$ cat config.mk
export PLATFORM = sky130hd
export DESIGN_NAME = counting_semaphore_engine
export DESIGN_NICKNAME = d
export VERILOG_FILES = /design/src/cse_pkg.sv /design/src/counting_semaphore_engine.sv /design/src/cse_ram.sv
export SDC_FILE = /design/constraint.sdc
export NUM_CORES = 2
export LEC_CHECK = 0
export ABC_AREA = 1
export BUFFER_PORTS_ARGS = -buffer_cell sky130_fd_sc_hd__buf_2
export CORE_MARGIN = 5
export CORE_UTILIZATION = 35
export CTS_CLUSTER_DIAMETER = 40
export CTS_CLUSTER_SIZE = 28
export DETAILED_ROUTE_END_ITERATION = 8
export PLACE_DENSITY = 0.47
export SYNTH_ARGS = -nofsm -noshare
export SYNTH_HDL_FRONTEND = slang
export SYNTH_SLANG_ARGS = --single-unit
$ cat constraint.sdc
create_clock -name clk -period 5.98 [get_ports clk]
set_input_delay 1.196 -clock clk [delete_from_list [all_inputs] [get_ports clk]]
set_output_delay 1.196 -clock clk [all_outputs]
set_load 0.03 [all_outputs]
$ cat src/cse_pkg.sv
// package for the counting semaphore engine: sizes, codes and item types
`timescale 1ns / 1ps

package cse_pkg;

  // table sizes
  localparam int NUM_SEMS   = 16;
  localparam int WAIT_DEPTH = 8;

  // derived widths
  localparam int SEM_W    = $clog2(NUM_SEMS);
  localparam int PFILL_W  = $clog2(NUM_SEMS + 1);
  localparam int WQ_W     = $clog2(WAIT_DEPTH);
  localparam int FILL_W   = $clog2(WAIT_DEPTH + 1);
  localparam int WADDR_W  = $clog2(NUM_SEMS * WAIT_DEPTH);

  // item field widths
  localparam int ID_W     = 4;
  localparam int COUNT_W  = 16;
  localparam int PID_W    = 8;

  localparam logic [COUNT_W-1:0] COUNT_MAX = {COUNT_W{1'b1}};

  typedef enum logic [1:0] {
    OP_ALLOC   = 2'd0,
    OP_DESTROY = 2'd1,
    OP_WAIT    = 2'd2,
    OP_POST    = 2'd3
  } opcode_t;

  typedef enum logic [1:0] {
    STAT_DONE    = 2'd0,
    STAT_ERROR   = 2'd1,
    STAT_BLOCKED = 2'd2,
    STAT_FULL    = 2'd3
  } status_t;

  typedef struct packed {
    opcode_t            opcode;
    logic [ID_W-1:0]    sem_id;
    logic [COUNT_W-1:0] init_value;
    logic [PID_W-1:0]   requester;
  } req_item_t;

  typedef struct packed {
    status_t            status;
    logic [COUNT_W-1:0] result_value;
    logic               woken_valid;
    logic [PID_W-1:0]   woken_requester;
  } rsp_item_t;

endpackage

$ cat src/counting_semaphore_engine.sv
// top level of the counting semaphore engine: semaphore table and request sequencer
`timescale 1ns / 1ps

// usage
//   requests enter on req_valid / req_ready / req_item, one item at a time;
//   each item yields exactly one result on rsp_valid / rsp_ready / rsp_item
//   opcodes: allocate, destroy, wait, post (see cse_pkg for codes)
// timing
//   req_ready is high only while the sequencer is idle
//   most items: accepted in the idle state, decided in the exec state and
//   loaded into the output register when it is free; a new item is taken
//   only once the sequencer is back in the idle state
//   a post that releases a waiter also passes through the wake state, since
//   the waiter ram has a registered read port
// stall
//   the result register holds its item until rsp_ready; the sequencer can
//   take the next request meanwhile but will not finish it until the
//   result register is free
// reset
//   synchronous, active high: the free pool is refilled with every id in
//   order, all semaphores are unallocated with zero count and empty queues;
//   the waiter ram is not cleared, its slots are only read after being written

module counting_semaphore_engine
  import cse_pkg::*;
(
  input  logic      clk,
  input  logic      rst,
  input  logic      req_valid,
  output logic      req_ready,
  input  req_item_t req_item,
  output logic      rsp_valid,
  input  logic      rsp_ready,
  output rsp_item_t rsp_item
);

  typedef enum logic [1:0] {
    S_IDLE,
    S_EXEC,
    S_WAKE
  } state_t;

  state_t state;

  // captured request
  req_item_t item;

  // free id pool, a ring of ids
  logic [SEM_W-1:0]   pool [NUM_SEMS];
  logic [SEM_W-1:0]   pool_head;
  logic [PFILL_W-1:0] pool_fill;

  // per-semaphore table
  logic               allocated [NUM_SEMS];
  logic [COUNT_W-1:0] sem_count [NUM_SEMS];
  logic [WQ_W-1:0]    wq_head   [NUM_SEMS];
  logic [FILL_W-1:0]  wq_fill   [NUM_SEMS];

  // lookups for the current item
  logic [SEM_W-1:0]   cur_idx;
  logic               bad_id;
  logic               cur_alloc;
  logic [COUNT_W-1:0] cur_count;
  logic [WQ_W-1:0]    cur_head;
  logic [FILL_W-1:0]  cur_fill;
  logic [WQ_W:0]      wpos_sum;
  logic [WQ_W-1:0]    wpos;
  logic [SEM_W:0]     ptail_sum;
  logic [SEM_W-1:0]   ptail;
  logic [SEM_W-1:0]   nid;
  logic [WADDR_W-1:0] wq_base;

  // decision of the exec step
  rsp_item_t res;
  logic      do_alloc;
  logic      do_destroy;
  logic      do_dec;
  logic      do_inc;
  logic      do_block;
  logic      post_wake;
  logic      go;
  logic      rsp_load;

  // waiter ram ports
  logic               ram_we;
  logic               ram_re;
  logic [WADDR_W-1:0] ram_waddr;
  logic [WADDR_W-1:0] ram_raddr;
  logic [PID_W-1:0]   ram_rdata;

  cse_ram #(
    .WIDTH (PID_W),
    .DEPTH (NUM_SEMS * WAIT_DEPTH)
  ) u_waiters (
    .clk   (clk),
    .we    (ram_we),
    .waddr (ram_waddr),
    .wdata (item.requester),
    .re    (ram_re),
    .raddr (ram_raddr),
    .rdata (ram_rdata)
  );

  assign req_ready = (state == S_IDLE);
  // the result register is free, or frees up at this edge
  assign go = !rsp_valid || rsp_ready;

  always_comb begin
    cur_idx   = SEM_W'(item.sem_id);
    bad_id    = (32'(item.sem_id) >= NUM_SEMS);
    cur_alloc = allocated[cur_idx];
    cur_count = sem_count[cur_idx];
    cur_head  = wq_head[cur_idx];
    cur_fill  = wq_fill[cur_idx];

    // tail slot of this semaphore's wait ring
    wpos_sum = {1'b0, cur_head} + (WQ_W+1)'(cur_fill);
    if (32'(wpos_sum) >= WAIT_DEPTH) begin
      wpos_sum = wpos_sum - (WQ_W+1)'(WAIT_DEPTH);
    end
    wpos = WQ_W'(wpos_sum);

    // tail slot of the free pool
    ptail_sum = {1'b0, pool_head} + (SEM_W+1)'(pool_fill);
    if (32'(ptail_sum) >= NUM_SEMS) begin
      ptail_sum = ptail_sum - (SEM_W+1)'(NUM_SEMS);
    end
    ptail = SEM_W'(ptail_sum);

    nid       = pool[pool_head];
    wq_base   = WADDR_W'(cur_idx) * WADDR_W'(WAIT_DEPTH);
    ram_waddr = wq_base + WADDR_W'(wpos);
    ram_raddr = wq_base + WADDR_W'(cur_head);
  end

  always_comb begin
    res.status          = STAT_DONE;
    res.result_value    = '0;
    res.woken_valid     = 1'b0;
    res.woken_requester = '0;
    do_alloc   = 1'b0;
    do_destroy = 1'b0;
    do_dec     = 1'b0;
    do_inc     = 1'b0;
    do_block   = 1'b0;
    post_wake  = 1'b0;

    if (item.opcode == OP_ALLOC) begin
      if (pool_fill == '0) begin
        res.status = STAT_ERROR;
      end else begin
        do_alloc         = 1'b1;
        res.result_value = COUNT_W'(nid);
      end
    end else if (bad_id) begin
      res.status = STAT_ERROR;
    end else if (!cur_alloc) begin
      res.status       = STAT_ERROR;
      res.result_value = cur_count;
    end else begin
      unique case (item.opcode)
        OP_DESTROY: begin
          if (cur_fill != '0) begin
            res.status       = STAT_ERROR;
            res.result_value = cur_count;
          end else begin
            do_destroy = 1'b1;
          end
        end
        OP_WAIT: begin
          if (cur_count != '0) begin
            do_dec           = 1'b1;
            res.result_value = cur_count - 1'b1;
          end else if (32'(cur_fill) >= WAIT_DEPTH) begin
            res.status = STAT_FULL;
          end else begin
            do_block   = 1'b1;
            res.status = STAT_BLOCKED;
          end
        end
        OP_POST: begin
          if (cur_fill != '0) begin
            post_wake = 1'b1;
          end else if (cur_count == COUNT_MAX) begin
            res.status       = STAT_FULL;
            res.result_value = COUNT_MAX;
          end else begin
            do_inc           = 1'b1;
            res.result_value = cur_count + 1'b1;
          end
        end
        OP_ALLOC: begin
          res.status = STAT_ERROR;
        end
      endcase
    end

    // queue the blocked requester once the result can be delivered
    ram_we = (state == S_EXEC) && do_block && go;
    // fetch the oldest waiter; the data is used in the wake step
    ram_re = (state == S_EXEC) && post_wake;
    // a result is loaded into the output register at this edge
    rsp_load = go && (((state == S_EXEC) && !post_wake) || (state == S_WAKE));
  end

  always_ff @(posedge clk) begin
    if (rst) begin
      state     <= S_IDLE;
      rsp_valid <= 1'b0;
      pool_head <= '0;
      pool_fill <= PFILL_W'(NUM_SEMS);
      for (int i = 0; i < NUM_SEMS; i++) begin
        pool[i]      <= SEM_W'(i);
        allocated[i] <= 1'b0;
        sem_count[i] <= '0;
        wq_head[i]   <= '0;
        wq_fill[i]   <= '0;
      end
    end else begin
      // a new result loaded at this edge keeps valid high
      if (rsp_valid && rsp_ready && !rsp_load) begin
        rsp_valid <= 1'b0;
      end

      unique case (state)
        S_IDLE: begin
          if (req_valid) begin
            item  <= req_item;
            state <= S_EXEC;
          end
        end

        S_EXEC: begin
          if (post_wake) begin
            state <= S_WAKE;
          end else if (go) begin
            rsp_item  <= res;
            rsp_valid <= 1'b1;
            state     <= S_IDLE;

            if (do_alloc) begin
              allocated[nid] <= 1'b1;
              sem_count[nid] <= item.init_value;
              wq_head[nid]   <= '0;
              wq_fill[nid]   <= '0;
              if (pool_head == SEM_W'(NUM_SEMS - 1)) begin
                pool_head <= '0;
              end else begin
                pool_head <= pool_head + 1'b1;
              end
              pool_fill <= pool_fill - 1'b1;
            end

            if (do_destroy) begin
              allocated[cur_idx] <= 1'b0;
              sem_count[cur_idx] <= '0;
              wq_head[cur_idx]   <= '0;
              wq_fill[cur_idx]   <= '0;
              // return the id to the pool unless it is already full
              if (32'(pool_fill) < NUM_SEMS) begin
                pool[ptail] <= cur_idx;
                pool_fill   <= pool_fill + 1'b1;
              end
            end

            if (do_dec) begin
              sem_count[cur_idx] <= cur_count - 1'b1;
            end
            if (do_inc) begin
              sem_count[cur_idx] <= cur_count + 1'b1;
            end
            if (do_block) begin
              wq_fill[cur_idx] <= cur_fill + 1'b1;
            end
          end
        end

        S_WAKE: begin
          // waiter released, count left as it was
          if (go) begin
            rsp_item.status          <= STAT_DONE;
            rsp_item.result_value    <= cur_count;
            rsp_item.woken_valid     <= 1'b1;
            rsp_item.woken_requester <= ram_rdata;
            rsp_valid                <= 1'b1;
            state                    <= S_IDLE;
            if (cur_head == WQ_W'(WAIT_DEPTH - 1)) begin
              wq_head[cur_idx] <= '0;
            end else begin
              wq_head[cur_idx] <= cur_head + 1'b1;
            end
            wq_fill[cur_idx] <= cur_fill - 1'b1;
          end
        end

        default: begin
          state <= S_IDLE;
        end
      endcase
    end
  end

endmodule

$ cat src/cse_ram.sv
// generic single-write, single-read ram with registered read data
`timescale 1ns / 1ps

module cse_ram #(
  parameter int WIDTH = 8,
  parameter int DEPTH = 16
) (
  input  logic                     clk,
  input  logic                     we,
  input  logic [$clog2(DEPTH)-1:0] waddr,
  input  logic [WIDTH-1:0]         wdata,
  input  logic                     re,
  input  logic [$clog2(DEPTH)-1:0] raddr,
  output logic [WIDTH-1:0]         rdata
);

  logic [WIDTH-1:0] mem [DEPTH];

  always_ff @(posedge clk) begin
    if (we) begin
      mem[waddr] <= wdata;
    end
    if (re) begin
      rdata <= mem[raddr];
    end
  end

endmodule
==> metrics.txt <==
switch share 0.264; drt via density 5.05; detailed router's first-iteration violation count 3944; core area 201000 sq um; Vias 49000; post-synth cell types 49; Synth-to-Final Area Change 17.3%; Fill cells 19500; Post-CTS Setup Inserts 0; Post-Syn Nets 6829; Mapped Area 70700 sq um; wire length of the first global-routing pass 312 mm; Nets 6873; clock skew 71.0 ps; Post-route DRC 0; CP required 6460 ps; Worst Max-Slew Pin Slew 1330 ps; Clock Root Buffer clkbuf_16; die height 459 um; input/output buffers 62; Final period util 0.870; Die W 459 um; wirelength, routed 209 mm; CTS Hold Buffers Added 0; first drt pass iteration count 8; hold depth 1; Setup WS post-layout 780 ps; Sequential Power Share 0.384; IO Count 63; share of cells above drive strength 1 0.110; Switching Power 8.40 mW; Slew Viols, Final 0; Max transition margin 0.113; min cycle time layout 5200 ps; Initial Util 0.351; Pwr per Cell Area 384 nW/um^2; Crit path arrival time 5680 ps; final setup fails 0; combinational power share 0.113; total negative slack 0 ps; Static Leakage 31.3 nW; CTS max path bufs 4; Post-DRT Antenna Nets 0; Post-DP HPWL 123 mm; largest net degree at the start of global routing 215; Setup crit end kind flip-flop; YS warnings 0; Clock power frac 0.504; #FFs+latches synth 1557; HP Start req_item[9]; Syn Area/Cell 10.4 sq um; hold crit path type input port to flip-flop; Avg WL per Cell 21.5 um; Max VDD drop 0.000300 V; Num CTS Buffers 295; CTS Sinks 1557; max-cap check violation count 0; gr ovfl total 0; GRT Total Usage 0.195; number of global-route vias before repair 47700; pre-CTS worst setup slack 845 ps; Final Hold Vio Count 0; Seq/Total Area, Yosys 0.659; RSZ-0062 raised after global routing no; H-Tree Depth 5; antenna violations before repair 3; R2R cell count 18; Worst setup SP type flip-flop; Post-Synthesis Cells 6776; fmax 192 MHz; gpl congestion 0.885; final design utilization 0.411; clk slew on worst S/H paths 60 ps; Setup CP Type flip-flop to flip-flop; post-cts sizing count 0; row cnt 165; worst skew pair latency 910 ps; outcome finished clean; die area 211000 sq um; Int Power 23.4 mW; Crit Path Max Fanout 108; TritonCTS clock tree yes
power by group through the flow:
stage / Clock [mW] / Combinational, mW / Sequential, mW
after global placement: 0 / 3.61 / 12.4
after detailed placement: 0 / 3.62 / 12.4
after global routing: 16.9 / 3.94 / 12.2
after floorplan: 0 / 2.36 / 12.4
final: 16.0 / 3.59 / 12.2
after CTS: 16.3 / 3.63 / 12.2
per-stage QoR:
step           instances  cell area [sq um]  total power [mW]  hold WS (ps)
6_report            9710              82900              31.8           470
5_1_grt             9709              82900              33.0           414
4_1_cts             9707              82900              32.1           399
3_5_place_dp        9195              73400              16.0           518
3_3_place_gp        9195              73400              16.0           498
2_1_floorplan       6776              70700              14.8           476
cells in the mapped netlist (all sizes together):
| cell | number | area share |
|---|---|---|
| nand3 | 754 | 0.054 |
| nor3b | 1 | 0.00011 |
| nand4 | 22 | 0.0020 |
| o221ai | 13 | 0.0017 |
| ha | 17 | 0.0030 |
| a22oi | 4 | 0.00042 |
| o2111ai | 3 | 0.00037 |
| xnor2 | 5 | 0.00062 |
| a211oi | 6 | 0.00064 |
| nand3b | 9 | 0.00096 |
| a21oi | 40 | 0.0028 |
| clkbuf | 122 | 0.0065 |
| o31ai | 1 | 0.00011 |
| nor4 | 1 | 0.000089 |
| mux2i | 16 | 0.0023 |
| nor3 | 250 | 0.018 |
| buf | 298 | 0.023 |
| nor2 | 644 | 0.036 |
| o21ai | 160 | 0.011 |
| clkinv | 3 | 0.00016 |
| or2 | 29 | 0.0026 |
| o211a | 1 | 0.00014 |
| nand2 | 1524 | 0.082 |
| a21boi | 1 | 0.00011 |
| o22ai | 4 | 0.00035 |
| o211ai | 404 | 0.043 |
| dfxtp | 20 | 0.0057 |
| edfxtp | 1537 | 0.65 |
| xor2 | 23 | 0.0028 |
| inv | 862 | 0.046 |
| fa | 2 | 0.00057 |
cells by family (layout without fill, tap and decap cells):
kind of cell,count (synthesis),in the layout,share of synthesized area
xor+xnor,28,28,0.00347
mux,16,16,0.00227
other cells,0,3,0
buf+inv,1285,1544,0.0753
compound gates,637,637,0.0610
simple gates,3234,3234,0.196
fa+ha+maj,19,19,0.00358
flops,1557,1557,0.659
cells in the final DEF (no fill, tap or decap), types with 16 or more instances in the layout:
cell type and count:
edfxtp_1 1537, xor2_1 23, clkinv_2 32, clkinvlp_4 26, clkbuf_16 297, mux2i_1 16
buf_4 91, clkinv_4 26, dfxtp_1 16, bufinv_16 29, nor2_2 40, o211ai_1 404
inv_6 32, ha_1 16, clkbuf_1 22, nor2_1 599, o21ai_0 132, nor3_1 243
nand2_2 20, clkinv_1 45, or2_2 29, a21oi_1 40, nand2_1 1500, nand4_1 21
nand3_1 740, inv_1 842, buf_2 62
state kept, by name, summed over array words and instances (netlist names), named ones only:
name             count
cur_idx              4
item                26
wq_fill             64
state                2
wq_head             48
pool                64
pool_fill            5
sem_count          256
rsp_valid            1
allocated           16
pool_head            4
rsp_item            27
u_waiters.rdata      8
u_waiters.mem     1024
cell type report:
| cell class | count | area (sq um) | share of cell area |
|---|---|---|---|
| Timing Repair Buffer | 167 | 1270 | 0.0154 |
| Antenna cell | 3 | 7.51 | 0.0000906 |
| Clock inverter | 193 | 1990 | 0.0240 |
| Sequential cell | 1557 | 46600 | 0.562 |
| Multi-Input combinational cell | 3934 | 18900 | 0.228 |
| Clock buffer | 319 | 7510 | 0.0906 |
| Tap cell | 2672 | 3340 | 0.0403 |
| Inverter | 865 | 3270 | 0.0394 |
critical path: stages (launching register included):
cell     delay (ps)
dfxtp_4         360
inv_6           610
buf_4           400
nand2_1          80
nand2_1          70
nand2_1          50
nand3_1          90
nand3_1         120
nand2_1         280
inv_2           130
nand2_1         200
nor2_2          100
nand2_2         120
nand3_4         240
nand3_4         260
nand2_1          70
nand2_1         170
nand3_2         360
o21ai_2         940
worst paths after layout:
path	to	slack, ps
setup / recovery	sem_count[15][12]$_SDFFCE_PN0P_	780
hold / removal	item[9]$_DFFE_PP_	470
setup reg to reg	sem_count[15][12]$_SDFFCE_PN0P_	780
hold reg to reg	state[1]$_SDFFE_PP0P_	520
metal layers:
layer	global-route usage	up-vias	wire length [um]
met5	0	-	0
met1	0.261	23900	92300
li1	-	23300	-
met4	0.0637	0	6480
met3	0.0305	406	10400
met2	0.324	1395	100000
No activity file was read; power rests on OpenSTA's default activity.
